## config.mk

```make
export PLATFORM = sky130hd
export DESIGN_NAME = rgb_gradient_row_stepper_flat
export DESIGN_NICKNAME = d
export VERILOG_FILES = /design/src/rgs_pkg.sv /design/src/rgs_in_if.sv /design/src/rgs_out_if.sv /design/src/rgs_div.sv /design/src/rgs_datapath.sv /design/src/rgs_ctrl.sv /design/src/rgb_gradient_row_stepper.sv /design/src/flat_wrapper.sv
export SDC_FILE = /design/constraint.sdc
export NUM_CORES = 1
export LEC_CHECK = 0
export BUFFER_PORTS_ARGS = -buffer_cell sky130_fd_sc_hd__buf_2
export CORE_MARGIN = 10
export CORE_UTILIZATION = 50
export DETAILED_ROUTE_END_ITERATION = 16
export GPL_TIMING_DRIVEN = 1
export PLACE_DENSITY = 0.65
export SLEW_MARGIN = 10
export SYNTH_ARGS = -nofsm -noshare
export SYNTH_HDL_FRONTEND = slang
export SYNTH_SLANG_ARGS = --single-unit
```

## constraint.sdc

```tcl
create_clock -name clk_i -period 12.47 [get_ports clk_i]
set_input_delay 1.247 -clock clk_i [delete_from_list [all_inputs] [get_ports clk_i]]
set_output_delay 1.247 -clock clk_i [all_outputs]
set_load 0.005 [all_outputs]
```

## src/rgs_pkg.sv

```systemverilog
// shared types and constants of the rgb gradient row stepper
// no dependencies; used by rgs_datapath, rgs_ctrl and the top module of the block
package rgs_pkg;

  localparam int NUM_CHAN  = 3;
  localparam int CHAN_W    = 8;
  localparam int COLOR_W   = 24;
  localparam int SPAN_W    = 12;
  localparam int CFG_IDX_W = 2;
  localparam int INC_W     = CHAN_W + 1;
  localparam int CHAN_IDX_W = 2;

  localparam logic [CFG_IDX_W-1:0] CFG_START_COLOR = 2'd0;
  localparam logic [CFG_IDX_W-1:0] CFG_END_COLOR   = 2'd1;
  localparam logic [CFG_IDX_W-1:0] CFG_SPAN_ROWS   = 2'd2;

  localparam logic [COLOR_W-1:0] START_COLOR_RST = 24'h000000;
  localparam logic [COLOR_W-1:0] END_COLOR_RST   = 24'hFFFFFF;
  localparam logic [SPAN_W-1:0]  SPAN_ROWS_RST   = 12'd256;

  localparam logic [CHAN_IDX_W-1:0] CHAN_RED   = 2'd0;
  localparam logic [CHAN_IDX_W-1:0] CHAN_GREEN = 2'd1;
  localparam logic [CHAN_IDX_W-1:0] CHAN_LAST  = 2'(NUM_CHAN - 1);

  typedef enum logic [1:0] {
    REGION_LEAD = 2'd0,
    REGION_BAND = 2'd1,
    REGION_HOLD = 2'd2
  } region_e;

  typedef enum logic [2:0] {
    ST_IDLE,
    ST_SETUP,
    ST_DIV,
    ST_FINISH,
    ST_STEP
  } state_e;

  typedef struct packed {
    logic [CHAN_IDX_W-1:0] chan_idx;
    logic                  div_start;
    logic                  chan_store;
    logic                  restart_load;
    logic                  do_step;
  } ctrl_cmd_t;

  typedef struct packed {
    logic div_done;
  } ctrl_status_t;

  function automatic logic [CHAN_W-1:0] chan_of(input logic [COLOR_W-1:0] color,
                                                input logic [CHAN_IDX_W-1:0] idx);
    logic [CHAN_W-1:0] res;
    case (idx)
      CHAN_RED:   res = color[23:16];
      CHAN_GREEN: res = color[15:8];
      default:    res = color[7:0];
    endcase
    return res;
  endfunction

endpackage

```

## src/rgs_in_if.sv

```systemverilog
// input channel of the gradient row stepper: one restart flag per beat
// depends on nothing
interface rgs_in_if;
  logic valid;
  logic ready;
  logic restart;

  modport source (output valid, output restart, input ready);
  modport sink   (input valid, input restart, output ready);
endinterface

```

## src/rgs_out_if.sv

```systemverilog
// output channel of the gradient row stepper: one row colour per beat
// depends on nothing
interface rgs_out_if;
  logic       valid;
  logic       ready;
  logic [7:0] red_out;
  logic [7:0] green_out;
  logic [7:0] blue_out;
  logic [1:0] region;
  logic       last_row;

  modport source (output valid, output red_out, output green_out, output blue_out,
                  output region, output last_row, input ready);
  modport sink   (input valid, input red_out, input green_out, input blue_out,
                  input region, input last_row, output ready);
endinterface

```

## src/rgs_div.sv

```systemverilog
// iterative restoring divider, one quotient bit per cycle
// standalone; used by rgs_datapath for the restart setup
module rgs_div #(
  parameter int WIDTH = 12
) (
  input  logic             clk_i,
  input  logic             rst_ni,
  input  logic             start_i,
  input  logic [WIDTH-1:0] dividend_i,
  input  logic [WIDTH-1:0] divisor_i,
  output logic             done_o,
  output logic [WIDTH-1:0] quotient_o
);

  localparam int CNT_W = $clog2(WIDTH);

  logic             busy_q, busy_d;
  logic             done_q, done_d;
  logic [CNT_W-1:0] cnt_q, cnt_d;
  logic [WIDTH-1:0] rem_q, rem_d;
  logic [WIDTH-1:0] quo_q, quo_d;
  logic [WIDTH-1:0] dvs_q, dvs_d;
  logic [WIDTH:0]   rem_sh;
  logic [WIDTH:0]   diff;

  always_comb begin
    rem_sh = {rem_q, quo_q[WIDTH-1]};
    diff   = rem_sh - {1'b0, dvs_q};
    busy_d = busy_q;
    done_d = 1'b0;
    cnt_d  = cnt_q;
    rem_d  = rem_q;
    quo_d  = quo_q;
    dvs_d  = dvs_q;
    if (start_i) begin
      busy_d = 1'b1;
      cnt_d  = '0;
      rem_d  = '0;
      quo_d  = dividend_i;
      dvs_d  = divisor_i;
    end else if (busy_q) begin
      if (!diff[WIDTH]) begin
        rem_d = diff[WIDTH-1:0];
        quo_d = {quo_q[WIDTH-2:0], 1'b1};
      end else begin
        rem_d = rem_sh[WIDTH-1:0];
        quo_d = {quo_q[WIDTH-2:0], 1'b0};
      end
      cnt_d = cnt_q + CNT_W'(1);
      if (cnt_q == CNT_W'(WIDTH - 1)) begin
        busy_d = 1'b0;
        done_d = 1'b1;
      end
    end
  end

  always_ff @(posedge clk_i or negedge rst_ni) begin
    if (!rst_ni) begin
      busy_q <= 1'b0;
      done_q <= 1'b0;
      cnt_q  <= '0;
    end else begin
      busy_q <= busy_d;
      done_q <= done_d;
      cnt_q  <= cnt_d;
    end
  end

  always_ff @(posedge clk_i) begin
    rem_q <= rem_d;
    quo_q <= quo_d;
    dvs_q <= dvs_d;
  end

  assign done_o     = done_q;
  assign quotient_o = quo_q;

endmodule

```

## src/rgs_datapath.sv

```systemverilog
// datapath: config registers, per-channel step state, row counter and output register
// depends on rgs_pkg and rgs_div
module rgs_datapath #(
  parameter int ROW_BITS = 12
) (
  input  logic                              clk_i,
  input  logic                              rst_ni,
  input  logic                              cfg_we_i,
  input  logic [rgs_pkg::CFG_IDX_W-1:0]     cfg_idx_i,
  input  logic [rgs_pkg::COLOR_W-1:0]       cfg_data_i,
  input  rgs_pkg::ctrl_cmd_t                cmd_i,
  output rgs_pkg::ctrl_status_t             status_o,
  output logic [rgs_pkg::CHAN_W-1:0]        red_o,
  output logic [rgs_pkg::CHAN_W-1:0]        green_o,
  output logic [rgs_pkg::CHAN_W-1:0]        blue_o,
  output rgs_pkg::region_e                  region_o,
  output logic                              last_o
);

  localparam int NC = rgs_pkg::NUM_CHAN;
  localparam int CW = rgs_pkg::CHAN_W;
  localparam int IW = rgs_pkg::INC_W;

  logic [rgs_pkg::COLOR_W-1:0] start_q, end_q;
  logic [rgs_pkg::SPAN_W-1:0]  span_q;

  logic [CW-1:0]       level_q    [NC];
  logic [CW-1:0]       level_d    [NC];
  logic [ROW_BITS-1:0] interval_q [NC];
  logic [IW-1:0]       inc_q      [NC];
  logic [ROW_BITS-1:0] phase_q    [NC];
  logic [ROW_BITS-1:0] phase_d    [NC];
  logic [ROW_BITS-1:0] row_q, row_d;
  logic [ROW_BITS-1:0] lead_q;
  logic [CW-1:0]       maxd_q;

  logic [CW-1:0]           red_q, green_q, blue_q;
  rgs_pkg::region_e        region_q, region_d;
  logic                    last_q, last_d;

  logic [ROW_BITS+rgs_pkg::SPAN_W-1:0] span_ext;
  logic [ROW_BITS-1:0] span_msk, span;
  logic [CW-1:0]       s_chan, e_chan, mag, maxd_new;
  logic                neg, span_gt;
  logic [ROW_BITS-1:0] dividend, divisor, quotient;
  logic                div_done;
  logic [ROW_BITS-1:0] band_end, lead_new;
  logic                in_span, band;

  // effective span: masked to the row counter, zero taken as one
  always_comb begin
    span_ext = {{ROW_BITS{1'b0}}, span_q};
    span_msk = span_ext[ROW_BITS-1:0];
    span     = (span_msk == '0) ? ROW_BITS'(1) : span_msk;
  end

  always_comb begin
    s_chan   = rgs_pkg::chan_of(start_q, cmd_i.chan_idx);
    e_chan   = rgs_pkg::chan_of(end_q, cmd_i.chan_idx);
    neg      = e_chan < s_chan;
    mag      = neg ? s_chan - e_chan : e_chan - s_chan;
    span_gt  = span > ROW_BITS'(mag);
    dividend = span_gt ? span : ROW_BITS'(mag);
    divisor  = span_gt ? ROW_BITS'(mag) : span;
    maxd_new = (cmd_i.chan_idx == rgs_pkg::CHAN_RED || mag > maxd_q) ? mag : maxd_q;
    lead_new = (ROW_BITS'(maxd_q) < span) ? (span - ROW_BITS'(maxd_q)) >> 1 : '0;
  end

  rgs_div #(
    .WIDTH (ROW_BITS)
  ) u_div (
    .clk_i      (clk_i),
    .rst_ni     (rst_ni),
    .start_i    (cmd_i.div_start),
    .dividend_i (dividend),
    .divisor_i  (divisor),
    .done_o     (div_done),
    .quotient_o (quotient)
  );

  assign status_o.div_done = div_done;

  // one row step
  always_comb begin
    logic signed [IW:0] nxt;
    logic signed [IW:0] lim;
    logic [ROW_BITS-1:0] ph_inc;
    in_span  = row_q < span;
    band_end = span - lead_q;
    band     = 1'b0;
    last_d   = in_span && (row_q == span - ROW_BITS'(1));
    row_d    = in_span ? row_q + ROW_BITS'(1) : row_q;
    if (!in_span) begin
      region_d = rgs_pkg::REGION_HOLD;
    end else if (row_q < lead_q) begin
      region_d = rgs_pkg::REGION_LEAD;
    end else if (row_q < band_end) begin
      region_d = rgs_pkg::REGION_BAND;
      band     = 1'b1;
    end else begin
      region_d = rgs_pkg::REGION_HOLD;
    end
    for (int c = 0; c < NC; c++) begin
      level_d[c] = level_q[c];
      phase_d[c] = phase_q[c];
      nxt    = $signed({2'b00, level_q[c]}) + $signed({inc_q[c][IW-1], inc_q[c]});
      lim    = $signed({2'b00, rgs_pkg::chan_of(end_q, (rgs_pkg::CHAN_IDX_W)'(c))});
      ph_inc = phase_q[c] + ROW_BITS'(1);
      if (band && interval_q[c] != '0) begin
        if (phase_q[c] == '0) begin
          if (inc_q[c][IW-1] && nxt >= lim) begin
            level_d[c] = nxt[CW-1:0];
          end else if (!inc_q[c][IW-1] && inc_q[c] != '0 && nxt <= lim) begin
            level_d[c] = nxt[CW-1:0];
          end
        end
        phase_d[c] = (ph_inc == interval_q[c]) ? '0 : ph_inc;
      end
    end
  end

  always_ff @(posedge clk_i or negedge rst_ni) begin
    if (!rst_ni) begin
      start_q <= rgs_pkg::START_COLOR_RST;
      end_q   <= rgs_pkg::END_COLOR_RST;
      span_q  <= rgs_pkg::SPAN_ROWS_RST;
    end else if (cfg_we_i) begin
      unique case (cfg_idx_i)
        rgs_pkg::CFG_START_COLOR: start_q <= cfg_data_i;
        rgs_pkg::CFG_END_COLOR:   end_q   <= cfg_data_i;
        rgs_pkg::CFG_SPAN_ROWS:   span_q  <= cfg_data_i[rgs_pkg::SPAN_W-1:0];
        default: ;
      endcase
    end
  end

  always_ff @(posedge clk_i or negedge rst_ni) begin
    if (!rst_ni) begin
      row_q  <= '0;
      lead_q <= '0;
      maxd_q <= '0;
      for (int c = 0; c < NC; c++) begin
        level_q[c]    <= rgs_pkg::chan_of(rgs_pkg::START_COLOR_RST,
                                          (rgs_pkg::CHAN_IDX_W)'(c));
        interval_q[c] <= '0;
        inc_q[c]      <= '0;
        phase_q[c]    <= '0;
      end
    end else begin
      if (cmd_i.chan_store) begin
        maxd_q <= maxd_new;
        if (mag == '0) begin
          interval_q[cmd_i.chan_idx] <= '0;
          inc_q[cmd_i.chan_idx]      <= '0;
        end else if (span_gt) begin
          interval_q[cmd_i.chan_idx] <= quotient;
          inc_q[cmd_i.chan_idx]      <= neg ? {IW{1'b1}} : IW'(1);
        end else begin
          interval_q[cmd_i.chan_idx] <= ROW_BITS'(1);
          inc_q[cmd_i.chan_idx]      <= neg ? IW'(-$signed({1'b0, quotient[CW-1:0]}))
                                            : {1'b0, quotient[CW-1:0]};
        end
      end
      if (cmd_i.restart_load) begin
        lead_q <= lead_new;
        row_q  <= '0;
        for (int c = 0; c < NC; c++) begin
          level_q[c] <= rgs_pkg::chan_of(start_q, (rgs_pkg::CHAN_IDX_W)'(c));
          phase_q[c] <= '0;
        end
      end else if (cmd_i.do_step) begin
        row_q <= row_d;
        for (int c = 0; c < NC; c++) begin
          level_q[c] <= level_d[c];
          phase_q[c] <= phase_d[c];
        end
      end
    end
  end

  // output register
  always_ff @(posedge clk_i) begin
    if (cmd_i.do_step) begin
      red_q    <= level_d[0];
      green_q  <= level_d[1];
      blue_q   <= level_d[2];
      region_q <= region_d;
      last_q   <= last_d;
    end
  end

  assign red_o    = red_q;
  assign green_o  = green_q;
  assign blue_o   = blue_q;
  assign region_o = region_q;
  assign last_o   = last_q;

endmodule

```

## src/rgs_ctrl.sv

```systemverilog
// controller: sequences the restart setup and the row steps, owns the output valid
// depends on rgs_pkg
module rgs_ctrl (
  input  logic                  clk_i,
  input  logic                  rst_ni,
  input  logic                  in_valid_i,
  input  logic                  in_restart_i,
  input  logic                  out_ready_i,
  output logic                  in_ready_o,
  output logic                  out_valid_o,
  input  rgs_pkg::ctrl_status_t status_i,
  output rgs_pkg::ctrl_cmd_t    cmd_o
);

  rgs_pkg::state_e state_q, state_d;
  logic [rgs_pkg::CHAN_IDX_W-1:0] idx_q, idx_d;
  logic out_valid_q, out_valid_d;
  logic out_free;

  assign out_free = !out_valid_q || out_ready_i;

  always_comb begin
    state_d = state_q;
    unique case (state_q)
      rgs_pkg::ST_IDLE: begin
        if (in_valid_i) begin
          if (in_restart_i) begin
            state_d = rgs_pkg::ST_SETUP;
          end else if (!out_free) begin
            state_d = rgs_pkg::ST_STEP;
          end
        end
      end
      rgs_pkg::ST_SETUP: state_d = rgs_pkg::ST_DIV;
      rgs_pkg::ST_DIV: begin
        if (status_i.div_done) begin
          state_d = (idx_q == rgs_pkg::CHAN_LAST) ? rgs_pkg::ST_FINISH : rgs_pkg::ST_SETUP;
        end
      end
      rgs_pkg::ST_FINISH: state_d = rgs_pkg::ST_STEP;
      rgs_pkg::ST_STEP: begin
        if (out_free) begin
          state_d = rgs_pkg::ST_IDLE;
        end
      end
      default: state_d = rgs_pkg::ST_IDLE;
    endcase
  end

  always_comb begin
    in_ready_o         = 1'b0;
    idx_d              = idx_q;
    cmd_o.chan_idx     = idx_q;
    cmd_o.div_start    = 1'b0;
    cmd_o.chan_store   = 1'b0;
    cmd_o.restart_load = 1'b0;
    cmd_o.do_step      = 1'b0;
    unique case (state_q)
      rgs_pkg::ST_IDLE: begin
        in_ready_o = 1'b1;
        idx_d      = '0;
        if (in_valid_i && !in_restart_i && out_free) begin
          cmd_o.do_step = 1'b1;
        end
      end
      rgs_pkg::ST_SETUP: cmd_o.div_start = 1'b1;
      rgs_pkg::ST_DIV: begin
        if (status_i.div_done) begin
          cmd_o.chan_store = 1'b1;
          idx_d            = idx_q + 2'd1;
        end
      end
      rgs_pkg::ST_FINISH: cmd_o.restart_load = 1'b1;
      rgs_pkg::ST_STEP:   cmd_o.do_step = out_free;
      default: ;
    endcase
  end

  always_comb begin
    if (cmd_o.do_step) begin
      out_valid_d = 1'b1;
    end else if (out_ready_i) begin
      out_valid_d = 1'b0;
    end else begin
      out_valid_d = out_valid_q;
    end
  end

  always_ff @(posedge clk_i or negedge rst_ni) begin
    if (!rst_ni) begin
      state_q     <= rgs_pkg::ST_IDLE;
      idx_q       <= '0;
      out_valid_q <= 1'b0;
    end else begin
      state_q     <= state_d;
      idx_q       <= idx_d;
      out_valid_q <= out_valid_d;
    end
  end

  assign out_valid_o = out_valid_q;

endmodule

```

## src/rgb_gradient_row_stepper.sv

```systemverilog
// rgb gradient row stepper: one colour per row beat, restart reloads the gradient
// a plain row beat's result is registered in the output register, one beat per cycle while out_ready keeps up
// restart beat: three runs of the shared divider, one per channel, before rows step again
// the output register lets the next beat in while a result waits
// reset: async active low, config to start 0, end 0xFFFFFF, span 256, state cleared
module rgb_gradient_row_stepper #(
  parameter int ROW_BITS = 12
) (
  input  logic                          clk_i,
  input  logic                          rst_ni,
  rgs_in_if.sink                        in_i,
  rgs_out_if.source                     out_o,
  input  logic                          cfg_we_i,
  input  logic [rgs_pkg::CFG_IDX_W-1:0] cfg_idx_i,
  input  logic [rgs_pkg::COLOR_W-1:0]   cfg_data_i
);

  rgs_pkg::ctrl_cmd_t    cmd;
  rgs_pkg::ctrl_status_t status;
  rgs_pkg::region_e      region;

  rgs_ctrl u_ctrl (
    .clk_i        (clk_i),
    .rst_ni       (rst_ni),
    .in_valid_i   (in_i.valid),
    .in_restart_i (in_i.restart),
    .out_ready_i  (out_o.ready),
    .in_ready_o   (in_i.ready),
    .out_valid_o  (out_o.valid),
    .status_i     (status),
    .cmd_o        (cmd)
  );

  rgs_datapath #(
    .ROW_BITS (ROW_BITS)
  ) u_datapath (
    .clk_i      (clk_i),
    .rst_ni     (rst_ni),
    .cfg_we_i   (cfg_we_i),
    .cfg_idx_i  (cfg_idx_i),
    .cfg_data_i (cfg_data_i),
    .cmd_i      (cmd),
    .status_o   (status),
    .red_o      (out_o.red_out),
    .green_o    (out_o.green_out),
    .blue_o     (out_o.blue_out),
    .region_o   (region),
    .last_o     (out_o.last_row)
  );

  assign out_o.region = region;

endmodule

```

## src/flat_wrapper.sv

```systemverilog
// flat-port wrapper written by rule: the top's interface ports become plain ports
module rgb_gradient_row_stepper_flat 
#(
  parameter int ROW_BITS = 12
)
  (clk_i, rst_ni, cfg_we_i, cfg_idx_i, cfg_data_i, in_i_valid, in_i_restart, in_i_ready, out_o_valid, out_o_red_out, out_o_green_out, out_o_blue_out, out_o_region, out_o_last_row, out_o_ready);
  rgs_in_if in_i_i ();
  rgs_out_if out_o_i ();
  input  logic clk_i;
  input  logic rst_ni;
  input  logic cfg_we_i;
  input  logic [rgs_pkg::CFG_IDX_W-1:0] cfg_idx_i;
  input  logic [rgs_pkg::COLOR_W-1:0] cfg_data_i;
  input wire logic [$bits(in_i_i.valid)-1:0] in_i_valid;
  input wire logic [$bits(in_i_i.restart)-1:0] in_i_restart;
  output wire logic [$bits(in_i_i.ready)-1:0] in_i_ready;
  output wire logic [$bits(out_o_i.valid)-1:0] out_o_valid;
  output wire logic [$bits(out_o_i.red_out)-1:0] out_o_red_out;
  output wire logic [$bits(out_o_i.green_out)-1:0] out_o_green_out;
  output wire logic [$bits(out_o_i.blue_out)-1:0] out_o_blue_out;
  output wire logic [$bits(out_o_i.region)-1:0] out_o_region;
  output wire logic [$bits(out_o_i.last_row)-1:0] out_o_last_row;
  input wire logic [$bits(out_o_i.ready)-1:0] out_o_ready;
  assign in_i_i.valid = in_i_valid;
  assign in_i_i.restart = in_i_restart;
  assign in_i_ready = in_i_i.ready;
  assign out_o_valid = out_o_i.valid;
  assign out_o_red_out = out_o_i.red_out;
  assign out_o_green_out = out_o_i.green_out;
  assign out_o_blue_out = out_o_i.blue_out;
  assign out_o_region = out_o_i.region;
  assign out_o_last_row = out_o_i.last_row;
  assign out_o_i.ready = out_o_ready;
  rgb_gradient_row_stepper #(.ROW_BITS(ROW_BITS)) u_core (.clk_i(clk_i), .rst_ni(rst_ni), .in_i(in_i_i), .out_o(out_o_i), .cfg_we_i(cfg_we_i), .cfg_idx_i(cfg_idx_i), .cfg_data_i(cfg_data_i));
endmodule
```

==> out/qor.yml <==
critical_path:
  required_ns: 12.88
  endpoint_kind: "flip-flop"
  start_kind: "flip-flop"
  cp_max_fo: 34
  critPathKind: "flip-flop to flip-flop"
  worst-path-buf-inv: 4
  arrival_ns: 7.32
  worstReg2RegStart: "u_core.u_ctrl.idx_q[0]"
  slowest_delay_ns: 0.78
  slowest_stage: "nor2_1"
  path_cells: "inv_1, ha_1, nor2_1, a21o_1, inv_1, ha_1, fa_1, nand2b_1, a211o_1, a21o_1, a211oi_1, a21oi_1, xor2_1, inv_1, ha_1, nand4_1, o21ai_0, o311a_1, buf_4, nand2_1, o21ai_0, o21ai_0, a32o_1"
  crit_family: "compound AO/OA/AOI/OAI gates"
  rr_worst_depth: 23
  reg2reg_to: "u_core.u_datapath.inc_q[24]"
  r2r_slack_ns: 5.56
synth:
  yosys.area.top_type: "dfrtp_1"
  synth-xor-area-share: 0.0604
  yosysWarnings: 0
  synth_compound_area_frac: 0.171
  synth_area_sq_um: 19100
  yosysTopAreaCellShare: 0.263
  ys_seq_area_frac: 0.391
  syn_area_per_cell_sq_um: 9.52
  async_flop_share: 0.782
  ys_seq_elements: 289
  yosys_most_used_dff: "dfrtp_1"
  synth-edff-count: 51
  netlist_instances: 2006
  synth_top_family_by_area: "compound AO/OA/AOI/OAI gates"
  synth-simple-area-share: 0.155
  synth_cell_type_count: 84
  synthTopCellsByArea: "dfrtp_1, ha_1, edfxtp_1, mux2_2, nand2_1"
  synthAdderAreaFrac: 0.111
  synthMuxAreaShare: 0.0632
die:
  ios: 61
  die_area_sq_um: 46400
  initial_core_util: 0.507
  core_area_sq_um: 37700
  rows: 71
  die_y_microns: 215
  chipWidth_microns: 215
sta:
  fin_tns_setup_ns: 0
  fmax_mhz: 145
  rsz0062_at_grt: "false"
  skew_ns: 0.0381
  drv_slew: 0
  fin_crit_ns: 6.91
  slew_headroom: 0.295
  hold_slack_ns: 0.502
  fin_ws_ns: 5.56
  fin_crit_sh: 0.554
  hold_violations: 0
  worst_pin_slew_ns: 1.06
  setup_viol: 0
grt:
  grt_pass1_wl_microns: 84200
  grt_pass1_vias: 15000
  overflow: 0
  grt_max_degree: 92
  antenna_found_initial: 0
  globalRouteTotalUtil: 0.226
placement:
  dpl-instance-area_sq_um: 19800
  dp_slack_ns: 5.69
  portBuffers: 60
  place_congestion: 0.918
  dp_hpwl_microns: 39700
run:
  drv_cap: 0
min_path:
  hp-start: "u_core.u_datapath.u_div.rem_q[1]"
  hold_depth: 2
  hold_class: "flip-flop to flip-flop"
  min_to: "u_core.u_datapath.u_div.rem_q[1]"
power_and_ir_drop:
  vdd_ir_drop_max_v: 0.000160
  total_power_mw: 4.88
  power_leakage_nw: 9.51
  power_density_nw_per_um2: 232
drt:
  drtIter0Drc: 1302
  post_drt_via_cell_ratio: 6.05
  ant_nets: 0
  remaining_drc_errors: 0
  wl_microns: 52800
  num_vias: 15500
  wl_per_cell_microns: 20.7
  drt_pre_antenna_iters: 6
clock_tree:
  ctsHoldBuffers: 0
  cts_inserted_buffers: 34
  cts_tree: "built"
  cts_resized: 0
  clock-sinks: 289
  cts_max_level: 2
  clkTransAtPathRegs_ns: 0.06
  root_buffer: "clkbuf_16"
  cts_setup_buffers: 0
  clk_latency_ns: 0.55
  cts.path.max_buffers: 3
cells_and_area:
  fin_nets: 2215
  final_layout_size_suffix_gt1_frac: 0.129
  fill_cells: 3370
  diodes: 0
  final_cell_area_sq_um: 21000
  area_delta_synth_final_pct: 9.92
run_status:
  status: "finished clean"
state kept, by name, summed over array words and instances (netlist names), 24 cells and up:
register,count
u_core.u_datapath.interval_q,36
u_core.u_datapath.phase_q,36
u_core.u_datapath.start_q,24
u_core.u_datapath.end_q,24
u_core.u_datapath.level_q,24
u_core.u_datapath.inc_q,27
area by class of cell:
cell class / count / area (sq um) / area share
repair buffers: 76 / 430 / 0.0205
well taps: 511 / 639 / 0.0305
inverters: 140 / 526 / 0.0250
multi-input cells: 1478 / 10700 / 0.512
clock buffers: 53 / 1100 / 0.0524
clock inverters: 7 / 93.8 / 0.00447
flip-flops and latches: 289 / 7460 / 0.355
how the worst max path moves through the flow:
stage | start | endpoint | slack, ns | cells past startpoint
2_1_floorplan | u_core.u_ctrl.idx_q[0] | u_core.u_datapath.u_div.quotient_o[2] | 6.79 | 24
3_3_place_gp | u_core.u_ctrl.idx_q[0] | u_core.u_datapath.inc_q[24] | 5.89 | 23
3_5_place_dp | u_core.u_ctrl.idx_q[0] | u_core.u_datapath.inc_q[24] | 5.69 | 23
4_1_cts | u_core.u_ctrl.idx_q[0] | u_core.u_datapath.inc_q[24] | 5.67 | 23
5_1_grt | u_core.u_ctrl.idx_q[0] | u_core.u_datapath.inc_q[24] | 4.94 | 23
6_report | u_core.u_ctrl.idx_q[0] | u_core.u_datapath.inc_q[24] | 5.56 | 23
routing by layer:
metal	vias to the layer above	share of wire	track usage
li1	7287	-	-
met1	7622	0.45	0.311
met2	476	0.45	0.357
met3	79	0.067	0.0393
met4	0	0.025	0.0648
met5	-	0	0
report_power, final:
part           leakage [nW]  switching (mW)  internal [mW]
Combinational          5.42            1.35          0.965
Sequential             3.51           0.265           1.24
Clock                 0.579           0.402          0.650
Total                  9.51            2.02           2.86
cells in the mapped netlist (33+ instances only):
library cell	n
nor3_1	33
clkbuf_1	87
edfxtp_1	51
dfrtp_1	201
o21ai_0	114
xor2_1	49
inv_1	139
xnor2_1	75
mux2_2	85
nand2_1	176
a21oi_1	93
nand3_1	67
ha_1	156
nor2_1	119
worst register-to-register path, cell delays in order (launching register included):
cell and delay (ns):
dfrtp_1 0.37, inv_1 0.07, ha_1 0.41, nor2_1 0.78, a21o_1 0.25, inv_1 0.05, ha_1 0.20, fa_1 0.39
nand2b_1 0.17, a211o_1 0.29, a21o_1 0.42, a211oi_1 0.30, a21oi_1 0.07, xor2_1 0.52, inv_1 0.14, ha_1 0.33
nand4_1 0.21, o21ai_0 0.43, o311a_1 0.25, buf_4 0.33, nand2_1 0.15, o21ai_0 0.17, o21ai_0 0.17, a32o_1 0.30
metrics by stage:
step            util  std cells
2_1_floorplan      -       2009
3_3_place_gp   0.525       2494
3_5_place_dp   0.525       2494
4_1_cts        0.557       2554
5_1_grt        0.557       2554
6_report       0.557       2554
cells in the final DEF (no fill, tap or decap), types with 9 or more instances in the layout:
cell / n
o31ai_1: 21
buf_4: 16
nor2_1: 118
dfrtp_1: 201
nor4_1: 28
clkbuf_16: 40
nand2b_1: 15
a221o_1: 26
ha_1: 156
or3_1: 16
buf_2: 59
o21ai_0: 114
a211oi_1: 24
nand2_1: 176
inv_1: 139
nor3_1: 33
dfxtp_1: 12
mux2i_1: 25
o41ai_1: 15
nand4_1: 31
nand3b_1: 9
nor2b_1: 21
a21oi_1: 93
and2_1: 32
and3_1: 15
o21a_1: 22
dfstp_2: 25
nand3_1: 67
o211ai_1: 13
xnor2_1: 75
a32o_1: 13
a21o_1: 32
a22o_1: 14
edfxtp_1: 51
mux2_2: 85
xor2_1: 49
o22ai_1: 19
cell families after synthesis:
kind of cell,count (synthesis)
AO/OA/AOI/OAI,478
AND/OR/NAND/NOR,595
multiplexers,110
other,1
XOR/XNOR,127
flip-flops,289
buffers and inverters,242
adder cells (fa/ha/maj),164
Note: power is estimated with default switching activity, not from simulation.
